<file path="src/cau_div_pipe.sv">
module cau_div_pipe #(
  parameter int N_W    = 63,
  parameter int D_W    = 32,
  parameter int Q_W    = 32,
  parameter int SIDE_W = 1
) (
  input  logic              clk,
  input  logic              rst_n,
  input  logic              en,
  input  logic              in_valid,
  input  logic [N_W-1:0]    num,
  input  logic [D_W-1:0]    den,
  input  logic [SIDE_W-1:0] side_in,
  output logic              out_valid,
  output logic [Q_W-1:0]    quo,
  output logic [SIDE_W-1:0] side_out
);

  // The quotient must fit in Q_W bits, so the bits of num above Q_W start
  // out smaller than den. Each stage shifts in one numerator bit and
  // retires one quotient bit into the same shift word.
  logic              v_r    [Q_W];
  logic [D_W-1:0]    rem_r  [Q_W];
  logic [D_W-1:0]    den_r  [Q_W];
  logic [Q_W-1:0]    lq_r   [Q_W];
  logic [SIDE_W-1:0] side_r [Q_W];

  for (genvar k = 0; k < Q_W; k++) begin : g_stage
    logic              pv;
    logic [D_W-1:0]    prem;
    logic [D_W-1:0]    pden;
    logic [Q_W-1:0]    plq;
    logic [SIDE_W-1:0] pside;
    logic [D_W:0]      trial;
    logic [D_W:0]      diff;
    logic              take;

    if (k == 0) begin : g_src
      assign pv    = in_valid;
      assign prem  = D_W'(num[N_W-1:Q_W]);
      assign pden  = den;
      assign plq   = num[Q_W-1:0];
      assign pside = side_in;
    end else begin : g_src
      assign pv    = v_r[k-1];
      assign prem  = rem_r[k-1];
      assign pden  = den_r[k-1];
      assign plq   = lq_r[k-1];
      assign pside = side_r[k-1];
    end

    assign trial = {prem, plq[Q_W-1]};
    assign diff  = trial - {1'b0, pden};
    assign take  = (trial >= {1'b0, pden});

    always_ff @(posedge clk) begin
      if (!rst_n) begin
        v_r[k] <= 1'b0;
      end else if (en) begin
        v_r[k] <= pv;
      end
    end

    always_ff @(posedge clk) begin
      if (en) begin
        rem_r[k]  <= take ? diff[D_W-1:0] : trial[D_W-1:0];
        den_r[k]  <= pden;
        lq_r[k]   <= {plq[Q_W-2:0], take};
        side_r[k] <= pside;
      end
    end
  end

  assign out_valid = v_r[Q_W-1];
  assign quo       = lq_r[Q_W-1];
  assign side_out  = side_r[Q_W-1];

endmodule

</file>
<file path="config.mk">
export PLATFORM = sky130hd
export DESIGN_NAME = cau_div_pipe
export DESIGN_NICKNAME = d
export VERILOG_FILES = /design/src/cau_div_pipe.sv
export SDC_FILE = /design/constraint.sdc
export NUM_CORES = 2
export LEC_CHECK = 0
export BUFFER_PORTS_ARGS = -buffer_cell sky130_fd_sc_hd__buf_2
export CAP_MARGIN = 30
export CELL_PAD_IN_SITES_DETAIL_PLACEMENT = 0
export CELL_PAD_IN_SITES_GLOBAL_PLACEMENT = 1
export CORE_ASPECT_RATIO = 1.25
export CORE_UTILIZATION = 25
export CTS_CLUSTER_DIAMETER = 200
export DETAILED_ROUTE_END_ITERATION = 12
export GPL_TIMING_DRIVEN = 0
export HOLD_SLACK_MARGIN = 0.15
export MAX_ROUTING_LAYER = met4
export PLACE_DENSITY_LB_ADDON = 0.1
export SLEW_MARGIN = 0
export SYNTH_ARGS = -nofsm -noshare
export SYNTH_HDL_FRONTEND = slang
export SYNTH_SLANG_ARGS = --single-unit
</file>
<file path="constraint.sdc">
create_clock -name clk -period 11.5 [get_ports clk]
set_clock_uncertainty 0.15 [all_clocks]
set_input_delay 2.3 -clock clk [delete_from_list [all_inputs] [get_ports clk]]
set_output_delay 2.3 -clock clk [all_outputs]
set_load 0.05 [all_outputs]
</file>
==> impl_metrics.py <==
metrics = {
    "yosys": {
        "synth_nets": 14200,
        "synth-seq-area-share_pct": 58.2,
        "syn_area_um2": 158000,
        "yosys-top-cells-area": "edfxtp_1, ha_1, a21oi_1, mux2_2, inv_1",
        "synth_top_area_cell": "edfxtp_1",
        "synth_common_cells": "edfxtp_1, inv_1, ha_1",
        "synthArstFlopShare_pct": 0,
        "yosys.cell_types.count": 102,
        "synthCells": 13000,
        "synth-seq-cells": 3072,
        "ys.flop_type": "edfxtp_1",
        "synth_edf_count": 3071,
        "yosysWarnings": 0,
        "yosys.cell_count.top_type": "edfxtp_1",
        "synth_area_per_cell_um2": 12.2,
        "synth_top_area_share_pct": 58.2,
    },
    "setup_path": {
        "start_kind": "input pin",
        "end_kind": "flip-flop",
        "cp.required_ns": 11.98,
        "cp_max_fo": 162,
        "critPathArrivalTime_ns": 7.95,
        "critPathLaunch": "en",
        "reg2regPathDepth": 13,
        "reg2reg_from": "rem_r[0][128]",
        "reg2reg_slack_ns": 6.22,
        "worstSetupPathType": "in -> reg",
    },
    "detailed_routing": {
        "routed_via_density": 4.48,
        "final_antenna_net_count": 0,
        "avgRoutedWirePerCell_um": 21.2,
        "drt_iter0_markers": 5608,
        "wirelength_mm": 472,
        "dr_total_vias": 99600,
        "drc": 0,
        "dr.pass1.iters": 7,
    },
    "global_routing": {
        "antenna_found_initial": 8,
        "grt_start_max_net_pins": 163,
        "grt_pass1_vias": 105000,
        "grt_usage_pct": 14.9,
        "grt_overflow": 0,
        "grt_pass1_wl_mm": 694,
    },
    "sta": {
        "rsz0062_at_grt": "false",
        "final_max_slew_viol_count": 0,
        "fin_hold_ws_ns": 0.222,
        "setup_viol": 0,
        "finalCritPeriodShare_pct": 65.0,
        "final.setup.tns_ns": 0,
        "max_slew.worst_pin.slew_ns": 1.16,
        "relSlewSlack_pct": 22.0,
        "fmax_ghz": 0.134,
        "hold_viol": 0,
        "layout_min_cycle_time_ns": 7.47,
    },
    "place": {
        "dp_cells": 21600,
        "port_buffers": 133,
        "dp_hpwl_mm": 365,
        "gp_congestion": 0.819,
    },
    "power_and_ir_drop": {
        "power_density_nw_per_um2": 291,
        "vdd_drop_max_mv": 0.142,
        "p_leak_nw": 71.2,
    },
    "finish": {
        "post-route-util_pct": 28.9,
        "fillers": 65100,
        "nNetsFinal": 14700,
        "fin_cells": 22200,
        "drive_gt1_share_pct": 9.52,
        "areaGrowthSynthToFinish_pct": 15.3,
    },
    "cts": {
        "cts_root_buf": "clkbuf_16",
        "clk_latency_ns": 1.05,
        "cts.sinks": 3072,
        "htreeDepth": 5,
        "clock_path_buffers": 4,
        "cts_hold_buffers": 0,
        "post_cts_resized": 0,
        "clk_pin_slew_ns": 0.06,
        "post_cts_buffers": 0,
        "cts_buffers": 366,
        "cts_tree": "done",
    },
    "hold_path": {
        "min_path_cells": 0,
        "min_from": "lq_r[24][0]",
        "hold_path.class": "reg -> reg",
    },
    "floorplanning": {
        "dieArea_um2": 637000,
        "initial_core_util_pct": 25.1,
        "rows": 326,
        "io_pins": 134,
        "die_w_um": 714,
        "core-area_um2": 631000,
        "fp.dieH_um": 892,
    },
    "flow_run": {
        "drv_cap": 0,
    },
    "status": {
        "status": "complete, no violations",
    },
}
[logic make-up (layout without fill, tap and decap cells)]
family          after synthesis  after routing  share of synthesized area [%]
mux                         489            489                           3.45
buf+inv                    1579           2423                           3.80
other cells                   0             13                              0
simple gates               2663           2663                           8.13
flops                      3072           3072                           58.2
compound gates             3346           3346                           13.4
xor+xnor                    821            821                           4.54
fa+ha+maj                  1055           1055                           8.48
[power breakdown]
group,internal [mW],switching (mW)
clock,6.99,5.01
combinational,9.42,13.7
sequential,16.1,1.87
[path summary, 6_finish.rpt]
| path | to |
|---|---|
| worst min-delay path | lq_r[25][1] |
| worst min register to register | lq_r[25][1] |
| worst max-delay path | v_r[7] |
| worst max register to register | rem_r[0][164] |
[cell usage in the layout (no fill, tap or decap), types with 39 or more instances in the layout]
cell type,netlist,layout
clkinv_1,0,70
a211oi_1,60,59
a31oi_1,119,119
nor4_1,44,44
xor2_1,310,310
o31ai_1,65,65
mux2i_1,39,39
o21bai_1,102,102
and2_1,43,43
nor3_1,123,123
or3_1,49,49
ha_1,1024,1024
a21oi_1,1005,1005
nand4_1,162,162
o31a_1,48,48
nand2_1,833,833
a21boi_0,39,39
clkbuf_16,0,369
bufinv_16,0,48
clkinv_2,0,66
clkbuf_1,261,319
xnor2_1,511,511
o21ai_0,772,772
nand2b_1,125,124
nand3_1,220,220
o21a_1,158,158
buf_2,47,188
inv_1,1253,1253
mux2_2,441,441
nor2_1,625,625
edfxtp_1,3071,3071
o211ai_1,55,55
nor2b_1,161,161
and3_1,119,119
a21o_1,560,560
[through the flow]
stage | area [um2] | total power [mW] | setup WS (ns)
after detailed placement | 170000 | 41.9 | 2.78
final | 183000 | 53.1 | 4.03
after CTS | 182000 | 54.5 | 3.89
after global routing | 183000 | 57.0 | 3.49
after global placement | 170000 | 43.3 | -47.80
after floorplan | 158000 | 33.5 | 6.12
[layout make-up]
class	count	area (um2)	share of cell area (%)
Sequential cell	3072	92200	50.5
Multi-Input combinational cell	8374	60100	32.9
Tap cell	8364	10500	5.73
Clock buffer	427	9450	5.18
Inverter	1256	4710	2.58
Clock inverter	239	2720	1.49
Timing Repair Buffer	178	1490	0.816
Buffer	323	1300	0.711
Antenna cell	13	32.5	0.0178
[state kept, by name (all words and copies together), names as in the netlist]
name / cells
lq_r: 1024
side_r: 32
rem_r: 992
v_r: 32
den_r: 992
[routing by layer]
layer / global-route usage [%] / up-vias / part of all wire (%)
met5: - / - / 0
met4: 4.51 / 0 / 3.4
met3: 1.57 / 642 / 2.4
met2: 29.2 / 1179 / 57
met1: 15.3 / 48400 / 38
li1: - / 49400 / -
[worst max-delay path: stages]
cell	delay (ns)
buf_12	0.34
buf_16	0.47
buf_16	0.55
buf_16	0.42
buf_16	0.52
buf_16	0.54
buf_16	0.49
buf_16	0.42
nand2b_2	0.75
Note: power is estimated with default switching activity, not from simulation.
